$ cat src/hdl/fsmatch_pkg.sv
// ----------------------------------------------------------------------------
// fsmatch_pkg
// Shared types and constants for the first substring match block.
// ----------------------------------------------------------------------------
package fsmatch_pkg;

    localparam int PAT_BYTES = 16;
    localparam int PLEN_W    = 5;
    localparam int CAP_W     = 13;
    localparam int POS_W     = 12;
    localparam int WORD_W    = 64;

    typedef enum logic [1:0] {
        REG_PATTERN_LOW    = 2'd0,
        REG_PATTERN_HIGH   = 2'd1,
        REG_PATTERN_LENGTH = 2'd2,
        REG_TEXT_CAPACITY  = 2'd3
    } reg_index_t;

    typedef enum logic [1:0] {
        ST_SEARCHED      = 2'd0,
        ST_EMPTY_TEXT    = 2'd1,
        ST_EMPTY_PATTERN = 2'd2,
        ST_UNTERMINATED  = 2'd3
    } status_t;

    typedef struct packed {
        logic [PAT_BYTES*8-1:0] pattern;
        logic [PLEN_W-1:0]      plen;
        logic [CAP_W-1:0]       cap;
    } cfg_t;

endpackage

$ cat src/hdl/first_substring_match.sv
// ----------------------------------------------------------------------------
// first_substring_match
// Streams text bytes through a window and reports the first pattern match
// when the text ends, or an unterminated error when capacity is reached.
// ----------------------------------------------------------------------------
// Each byte enters the input register; its result goes to the result register.
// Throughput: one byte per cycle via the compare stage unless a result stalls.
// An input register and a result register separate the two channels.
// Reset clears the configuration to its defaults and starts a new text.
// ----------------------------------------------------------------------------
module first_substring_match
    import fsmatch_pkg::*;
#(
    parameter int MAX_PATTERN = 16,
    parameter int MAX_TEXT    = 4096
)
(
    input  logic              clk,
    input  logic              rst_n,
    input  logic              cfg_valid,
    output logic              cfg_ready,
    input  logic [1:0]        cfg_index,
    input  logic [WORD_W-1:0] cfg_data,
    input  logic              text_valid,
    output logic              text_stall,
    input  logic [7:0]        text_byte,
    output logic              result_valid,
    input  logic              result_stall,
    output logic              found,
    output logic [POS_W-1:0]  match_position,
    output logic [1:0]        status
);

    localparam int CNT_W = $clog2(MAX_TEXT + 1);

    cfg_t cfg;

    logic             in_valid_reg;
    logic [7:0]       in_byte_reg;
    logic [7:0]       win_reg  [MAX_PATTERN];
    logic [7:0]       win_next [MAX_PATTERN];
    logic [CNT_W-1:0] count_reg;
    logic [CNT_W-1:0] count_inc;
    logic             seen_reg;
    logic [POS_W-1:0] start_reg;

    logic             out_valid_reg;
    logic             found_reg;
    logic [POS_W-1:0] pos_reg;
    status_t          status_reg;

    logic             hit;
    logic             is_nul;
    logic             cap_hit;
    logic             plen_ok;
    logic             emit;
    logic             advance;
    logic             found_next;
    logic [POS_W-1:0] pos_next;
    status_t          status_next;

    assign cfg_ready = 1'b1;

    fsmatch_cfg #(
        .MAX_PATTERN (MAX_PATTERN),
        .MAX_TEXT    (MAX_TEXT)
    ) u_cfg (
        .clk      (clk),
        .rst_n    (rst_n),
        .wr_en    (cfg_valid),
        .wr_index (cfg_index),
        .wr_data  (cfg_data),
        .cfg      (cfg)
    );

    always_comb
    begin
        win_next[0] = in_byte_reg;
        for (int k = 1; k < MAX_PATTERN; k++)
            win_next[k] = win_reg[k-1];
    end

    fsmatch_window_cmp #(
        .MAX_PATTERN (MAX_PATTERN)
    ) u_cmp (
        .window  (win_next),
        .pattern (cfg.pattern),
        .plen    (cfg.plen),
        .hit     (hit)
    );

    assign count_inc = count_reg + CNT_W'(1);
    assign is_nul    = (in_byte_reg == 8'd0);
    assign cap_hit   = !is_nul && (CAP_W'(count_inc) >= cfg.cap);
    assign plen_ok   = (cfg.plen != '0) && (CAP_W'(count_inc) >= CAP_W'(cfg.plen));
    assign emit      = is_nul || cap_hit;
    assign advance   = in_valid_reg && (!emit || !out_valid_reg || !result_stall);
    assign text_stall = in_valid_reg && !advance;

    always_comb
    begin
        found_next  = 1'b0;
        pos_next    = '0;
        status_next = ST_SEARCHED;
        if (is_nul)
        begin
            if (count_reg == '0)
                status_next = ST_EMPTY_TEXT;
            else if (cfg.plen == '0)
                status_next = ST_EMPTY_PATTERN;
            else
            begin
                found_next = seen_reg;
                pos_next   = seen_reg ? start_reg : '0;
            end
        end
        else
            status_next = ST_UNTERMINATED;
    end

    always_ff @(posedge clk or negedge rst_n)
    begin
        if (!rst_n)
            in_valid_reg <= 1'b0;
        else if (!text_stall)
            in_valid_reg <= text_valid;
    end

    always_ff @(posedge clk)
    begin
        if (!text_stall && text_valid)
            in_byte_reg <= text_byte;
    end

    always_ff @(posedge clk)
    begin
        if (advance && !is_nul)
            win_reg <= win_next;
    end

    always_ff @(posedge clk or negedge rst_n)
    begin
        if (!rst_n)
        begin
            count_reg <= '0;
            seen_reg  <= 1'b0;
        end
        else if (advance)
        begin
            if (emit)
            begin
                count_reg <= '0;
                seen_reg  <= 1'b0;
            end
            else
            begin
                count_reg <= count_inc;
                if (plen_ok && !seen_reg && hit)
                    seen_reg <= 1'b1;
            end
        end
    end

    always_ff @(posedge clk)
    begin
        if (advance && !emit && plen_ok && !seen_reg && hit)
            start_reg <= POS_W'(CAP_W'(count_inc) - CAP_W'(cfg.plen));
    end

    always_ff @(posedge clk or negedge rst_n)
    begin
        if (!rst_n)
            out_valid_reg <= 1'b0;
        else if (advance && emit)
            out_valid_reg <= 1'b1;
        else if (!result_stall)
            out_valid_reg <= 1'b0;
    end

    always_ff @(posedge clk)
    begin
        if (advance && emit)
        begin
            found_reg  <= found_next;
            pos_reg    <= pos_next;
            status_reg <= status_next;
        end
    end

    assign result_valid   = out_valid_reg;
    assign found          = found_reg;
    assign match_position = pos_reg;
    assign status         = status_reg;

    a_found_only_searched: assert property (@(posedge clk) disable iff (!rst_n)
        result_valid && found |-> status == ST_SEARCHED)
        else $error("match reported with a non-search status");

    a_no_position_without_match: assert property (@(posedge clk) disable iff (!rst_n)
        result_valid && !found |-> match_position == '0)
        else $error("nonzero position without a match");

    a_stall_from_output: assert property (@(posedge clk) disable iff (!rst_n)
        text_stall |-> result_valid && result_stall)
        else $error("input stalled while the result side is free");

    a_seen_needs_bytes: assert property (@(posedge clk) disable iff (!rst_n)
        seen_reg |-> count_reg != '0)
        else $error("match recorded in an empty text");

endmodule

$ cat src/hdl/fsmatch_cfg.sv
// ----------------------------------------------------------------------------
// fsmatch_cfg
// Configuration registers with clamped effective pattern length and capacity.
// ----------------------------------------------------------------------------
module fsmatch_cfg
    import fsmatch_pkg::*;
#(
    parameter int MAX_PATTERN = 16,
    parameter int MAX_TEXT    = 4096
)
(
    input  logic              clk,
    input  logic              rst_n,
    input  logic              wr_en,
    input  logic [1:0]        wr_index,
    input  logic [WORD_W-1:0] wr_data,
    output cfg_t              cfg
);

    logic [WORD_W-1:0] pat_low_reg;
    logic [WORD_W-1:0] pat_high_reg;
    logic [PLEN_W-1:0] plen_reg;
    logic [CAP_W-1:0]  cap_reg;

    always_ff @(posedge clk or negedge rst_n)
    begin
        if (!rst_n)
        begin
            pat_low_reg  <= '0;
            pat_high_reg <= '0;
            plen_reg     <= '0;
            cap_reg      <= CAP_W'(4096);
        end
        else if (wr_en)
        begin
            unique case (wr_index)
                REG_PATTERN_LOW:    pat_low_reg  <= wr_data;
                REG_PATTERN_HIGH:   pat_high_reg <= wr_data;
                REG_PATTERN_LENGTH: plen_reg     <= wr_data[PLEN_W-1:0];
                REG_TEXT_CAPACITY:  cap_reg      <= wr_data[CAP_W-1:0];
                default:            ;
            endcase
        end
    end

    always_comb
    begin
        cfg.pattern = {pat_high_reg, pat_low_reg};
        if (plen_reg > PLEN_W'(MAX_PATTERN))
            cfg.plen = PLEN_W'(MAX_PATTERN);
        else
            cfg.plen = plen_reg;
        if (cap_reg == '0)
            cfg.cap = CAP_W'(1);
        else if (cap_reg > CAP_W'(MAX_TEXT))
            cfg.cap = CAP_W'(MAX_TEXT);
        else
            cfg.cap = cap_reg;
    end

endmodule

$ cat src/hdl/fsmatch_window_cmp.sv
// ----------------------------------------------------------------------------
// fsmatch_window_cmp
// Parallel compare of the newest window bytes against the pattern.
// ----------------------------------------------------------------------------
module fsmatch_window_cmp
    import fsmatch_pkg::*;
#(
    parameter int MAX_PATTERN = 16
)
(
    input  logic [7:0]             window [MAX_PATTERN],
    input  logic [PAT_BYTES*8-1:0] pattern,
    input  logic [PLEN_W-1:0]      plen,
    output logic                   hit
);

    localparam int IDX_W = (MAX_PATTERN > 1) ? $clog2(MAX_PATTERN) : 1;

    logic [MAX_PATTERN-1:0] eq;
    logic [PLEN_W-1:0]      diff [MAX_PATTERN];

    // Pattern byte j lines up with the byte received plen-1-j items ago.
    always_comb
    begin
        for (int j = 0; j < MAX_PATTERN; j++)
        begin
            diff[j] = plen - PLEN_W'(j) - PLEN_W'(1);
            if (PLEN_W'(j) < plen)
                eq[j] = (pattern[8*j +: 8] == window[diff[j][IDX_W-1:0]]);
            else
                eq[j] = 1'b1;
        end
    end

    assign hit = &eq;

endmodule

$ cat config.mk
export PLATFORM = sky130hd
export DESIGN_NAME = first_substring_match
export DESIGN_NICKNAME = d
export VERILOG_FILES = /design/src/hdl/fsmatch_pkg.sv /design/src/hdl/first_substring_match.sv /design/src/hdl/fsmatch_cfg.sv /design/src/hdl/fsmatch_window_cmp.sv
export SDC_FILE = /design/constraint.sdc
export NUM_CORES = 1
export LEC_CHECK = 0
export BUFFER_PORTS_ARGS = -buffer_cell sky130_fd_sc_hd__buf_2
export CELL_PAD_IN_SITES_DETAIL_PLACEMENT = 2
export CELL_PAD_IN_SITES_GLOBAL_PLACEMENT = 2
export CORE_UTILIZATION = 46
export DETAILED_ROUTE_END_ITERATION = 6
export GPL_ROUTABILITY_DRIVEN = 0
export MAX_ROUTING_LAYER = met4
export PLACE_DENSITY_LB_ADDON = 0.05
export RECOVER_POWER = 50
export SLEW_MARGIN = 30
export SYNTH_ARGS = -nofsm -noshare
export SYNTH_HDL_FRONTEND = slang
export SYNTH_SLANG_ARGS = --single-unit
$ cat constraint.sdc
create_clock -name clk -period 17.6 [get_ports clk]
set_input_delay 1.76 -clock clk [delete_from_list [all_inputs] [get_ports clk]]
set_output_delay 1.76 -clock clk [all_outputs]
set_load 0.005 [all_outputs]
==> impl_metrics.csv <==
group,metric,value,unit
outcome,status,"finished with violations",
outcome,violations,"capacitance limit, slew limit",
finish,finalNonFillerCells,2825,
worst_setup_path,cpLargestDelayFamily,"simple AND/OR/NAND/NOR gates",
clocking,ctsHoldBuffers,0,
synthesis,yosysWarnings,0,
timing,fin_worst_skew,0.0168,ns
finish,nets,2238,
worst_setup_path,critPathMostFrequentCell,"o21ai_0",
die,die_w,227,microns
power_and_ir_drop,switching_share,44.5,%
drt,drc,0,
clocking,htreeDepth,2,
clocking,cts_resized,0,
die,io_pins,97,
worst_setup_path,slowest_stage,"dfrtp_1",
power_and_ir_drop,p_seq_share,27.7,%
grt,grt_pass1_wl,142,mm
timing,layout_setup_ws,9.57,ns
timing,max_freq,125,MHz
worst_setup_path,slowest_delay,1.06,ns
timing,finalCritPeriodShare,45.6,%
finish,area_growth_syn_to_layout,9.63,%
grt,grt_max_degree,81,
placed_design,placed_cell_area,24100,sq um
synthesis,netlist_top_cells_count,"mux2i_1, mux2_2, dfrtp_1, edfxtp_1, nand2_1",
power_and_ir_drop,switchingPower,1.77,mW
die,die_h,227,microns
worst_setup_path,r2r_cells,15,
synthesis,ys_ff_latch,317,
synthesis,synth.top_cell.area_share,20.1,%
synthesis,synth_area,23200,sq um
worst_setup_path,r2r_setup_slack,9.57,ns
timing,slew-limit-headroom,-196,%
hold_path,min_path_cells,1,
power_and_ir_drop,ir_drop,0.0780,mV
drt,wire_per_inst,34.4,microns
timing,setup_viol,0,
synthesis,syn-num-nets,2213,
timing,slew_violations,285,
grt,antenna_found_initial,2,
synthesis,async_reset_ff_share,51.1,%
drt,top_layer,"met4",
synthesis,seq_area_frac_synth,37.5,%
synthesis,yosysTopAreaCell,"edfxtp_1",
clocking,cts_sinks,317,
synthesis,synth.most_common_cell,"mux2i_1",
clocking,clk_pin_slew,0.06,ns
finish,seqCellArea,8710,sq um
hold_path,holdCritPathClass,"flop to flop",
grt,first_global_vias,20498,
worst_setup_path,rr_startpoint,"u_cfg.plen_reg[2]",
worst_setup_path,crit_path_cell_trace,"nand2b_1 -> inv_2 -> ha_1 -> nand2_1 -> mux2i_4 -> buf_4 -> clkinv_1 -> nor2_1 -> o21ai_0 -> a31oi_1 -> xor2_1 -> nor4_1 -> o21ai_0 -> a2111o_1 -> nor2_2",
synthesis,synthFlopType,"dfrtp_1",
finish,drive_gt1_share,21.8,%
die,rows,81,
worst_setup_path,worstPathMaxFanout,28,
worst_setup_path,crit_required,17.81,ns
drt,wl_met1,38.5,mm
worst_setup_path,startpoint_type,"flop",
die,dieArea,51300,sq um
timing,rsz0062_at_grt,"no",
power_and_ir_drop,p_leak,10.0,nW
power_and_ir_drop,p_int,2.20,mW
clocking,clk_latency,0.58,ns
drt,vias,19417,
drt,vias_per_cell,6.87,
drt,first_iter_violations,1936,
synthesis,synth_cell_types,85,
synthesis,syn_area_per_cell,11.0,sq um
synthesis,synth_edf_count,155,
finish,largest_reg_flops,120,
clocking,cts_inserted_buffers,38,
timing,period_minus_slack,8.03,ns
timing,worst_pin_slew,4.44,ns
drt,postRouteAntennaNets,0,
drt,wl_met3,8.84,mm
clocking,root_buffer,"clkbuf_16",
grt,grt-ovfl-total,0,
hold_path,hold_end,"match_position[1]",
placed_design,pre_cts_ws,9.68,ns
die,initial_core_util,47.0,%
worst_setup_path,criticalPathCategory,"flop to flop",
worst_setup_path,critPathBufInv,3,
hold_path,worstHoldStart,"start_reg[1]",
placed_design,port_buffers,95,
flow_run,maxCapViolCount,5,
clocking,cts.path.max_buffers,3,
timing,setup_tns,0,ns
power_and_ir_drop,finalPower,3.97,mW
finish,multiInputGateArea,13600,sq um
worst_setup_path,critPathArrivalTime,8.23,ns
clocking,cts_tree,"yes",
finish,fillCellCount,4926,
power_and_ir_drop,p_per_area,156,nW/um^2
synthesis,syn_inst,2105,
timing,hold_slack,0.521,ns
power_and_ir_drop,power_frac_clock,20.7,%
drt,first_pass_iters,7,
finish,finish.utilization,51.5,%
worst_setup_path,endpoint_kind,"flop",
die,core-area,49400,sq um
drt,routed_wl,97.3,mm
grt,track_usage,39.2,%
placed_design,dp_cells,2752,
placed_design,hpwl,69.3,mm
synthesis,synth.top_cells.by_area,"edfxtp_1, dfrtp_1, mux2i_1, mux2_2, mux4_2",
timing,hold_viol,0,
power_and_ir_drop,combPwrFrac,51.6,%
finish,design_area,25400,sq um
worst_setup_path,reg2reg_to,"start_reg[11]",
drt,dr_wl_met2,44.4,mm
clocking,post-cts-setup-buffer-count,0,
final cells by class:
cell class              instances  area share, %
multi-input cells            1594           53.7
inverters                      37          0.556
well taps                     664           3.27
repair buffers                142           3.32
clock inverters                17          0.635
flip-flops and latches        317           34.3
clock buffers                  53           4.29
diodes                          1        0.00984
worst register-to-register path: stages (launching register included):
cell and delay (ns):
dfrtp_1 1.06, nand2b_1 0.89, inv_2 0.78, ha_1 0.71
nand2_1 0.22, mux2i_4 0.21, buf_4 0.38, clkinv_1 0.42
nor2_1 0.21, o21ai_0 0.11, a31oi_1 0.39, xor2_1 0.10
nor4_1 0.77, o21ai_0 0.32, a2111o_1 0.54, nor2_2 0.54
power by group through the flow:
stage	Clock [mW]	Combinational [mW]	Sequential (mW)
floorplan	0	1.40	1.02
global placement	0	1.88	1.09
detailed placement	0	1.98	1.10
CTS	0.831	2.00	1.09
global route	0.852	2.15	1.11
finish	0.822	2.05	1.10
how the worst max path moves through the flow:
stage                      start            end  slack (ns)  cells past startpoint
6_report       u_cfg.plen_reg[2]  start_reg[11]        9.57                     15
5_1_grt        u_cfg.plen_reg[4]  start_reg[10]        9.58                     12
4_1_cts        u_cfg.plen_reg[2]  start_reg[11]        9.62                     15
3_5_place_dp   u_cfg.plen_reg[2]   start_reg[8]        9.68                     15
3_3_place_gp   u_cfg.plen_reg[2]   start_reg[7]        9.96                     15
2_1_floorplan       count_reg[0]    win_next[0]        9.36                     15
cell usage in the layout, fill, tap and decap left out, types with 12 or more instances in the layout:
| cell type | instances |
|---|---|
| mux4_2 | 55 |
| xor2_1 | 72 |
| o22ai_1 | 38 |
| a211oi_1 | 35 |
| o32ai_1 | 15 |
| a22oi_1 | 35 |
| mux2_2 | 187 |
| o211ai_1 | 12 |
| buf_4 | 36 |
| inv_1 | 31 |
| clkbuf_1 | 19 |
| dfrtp_1 | 160 |
| buf_2 | 92 |
| o21ai_0 | 65 |
| a221oi_1 | 12 |
| a31oi_1 | 16 |
| nand4_1 | 21 |
| nand2_1 | 141 |
| nor3_1 | 16 |
| nand2b_1 | 15 |
| edfxtp_1 | 155 |
| o2111ai_1 | 19 |
| nor2b_1 | 23 |
| and3b_1 | 18 |
| ha_1 | 27 |
| xnor2_1 | 126 |
| and2_1 | 21 |
| clkbuf_16 | 41 |
| nor2_1 | 69 |
| mux2i_1 | 315 |
| nand3_1 | 40 |
| a21oi_1 | 43 |
cells by family (layout without fill, tap and decap cells):
group,count (synthesis),after routing,share of synthesized area (%)
adder cells (fa/ha/maj),29,29,1.60
other,1,2,0.0162
flip-flops,317,317,37.5
AO/OA/AOI/OAI,375,375,11.5
XOR/XNOR,202,202,7.82
AND/OR/NAND/NOR,427,427,9.34
multiplexers,560,560,28.2
buffers and inverters,194,249,4.00
per-layer routing:
metal  track usage (%)  vias to the layer above
li1                  -                     8054
met1              48.6                    10024
met2              60.3                     1028
met3              8.70                      311
met4              19.8                        0
met5                 -                        -
Note: power is estimated with default switching activity, not from simulation.
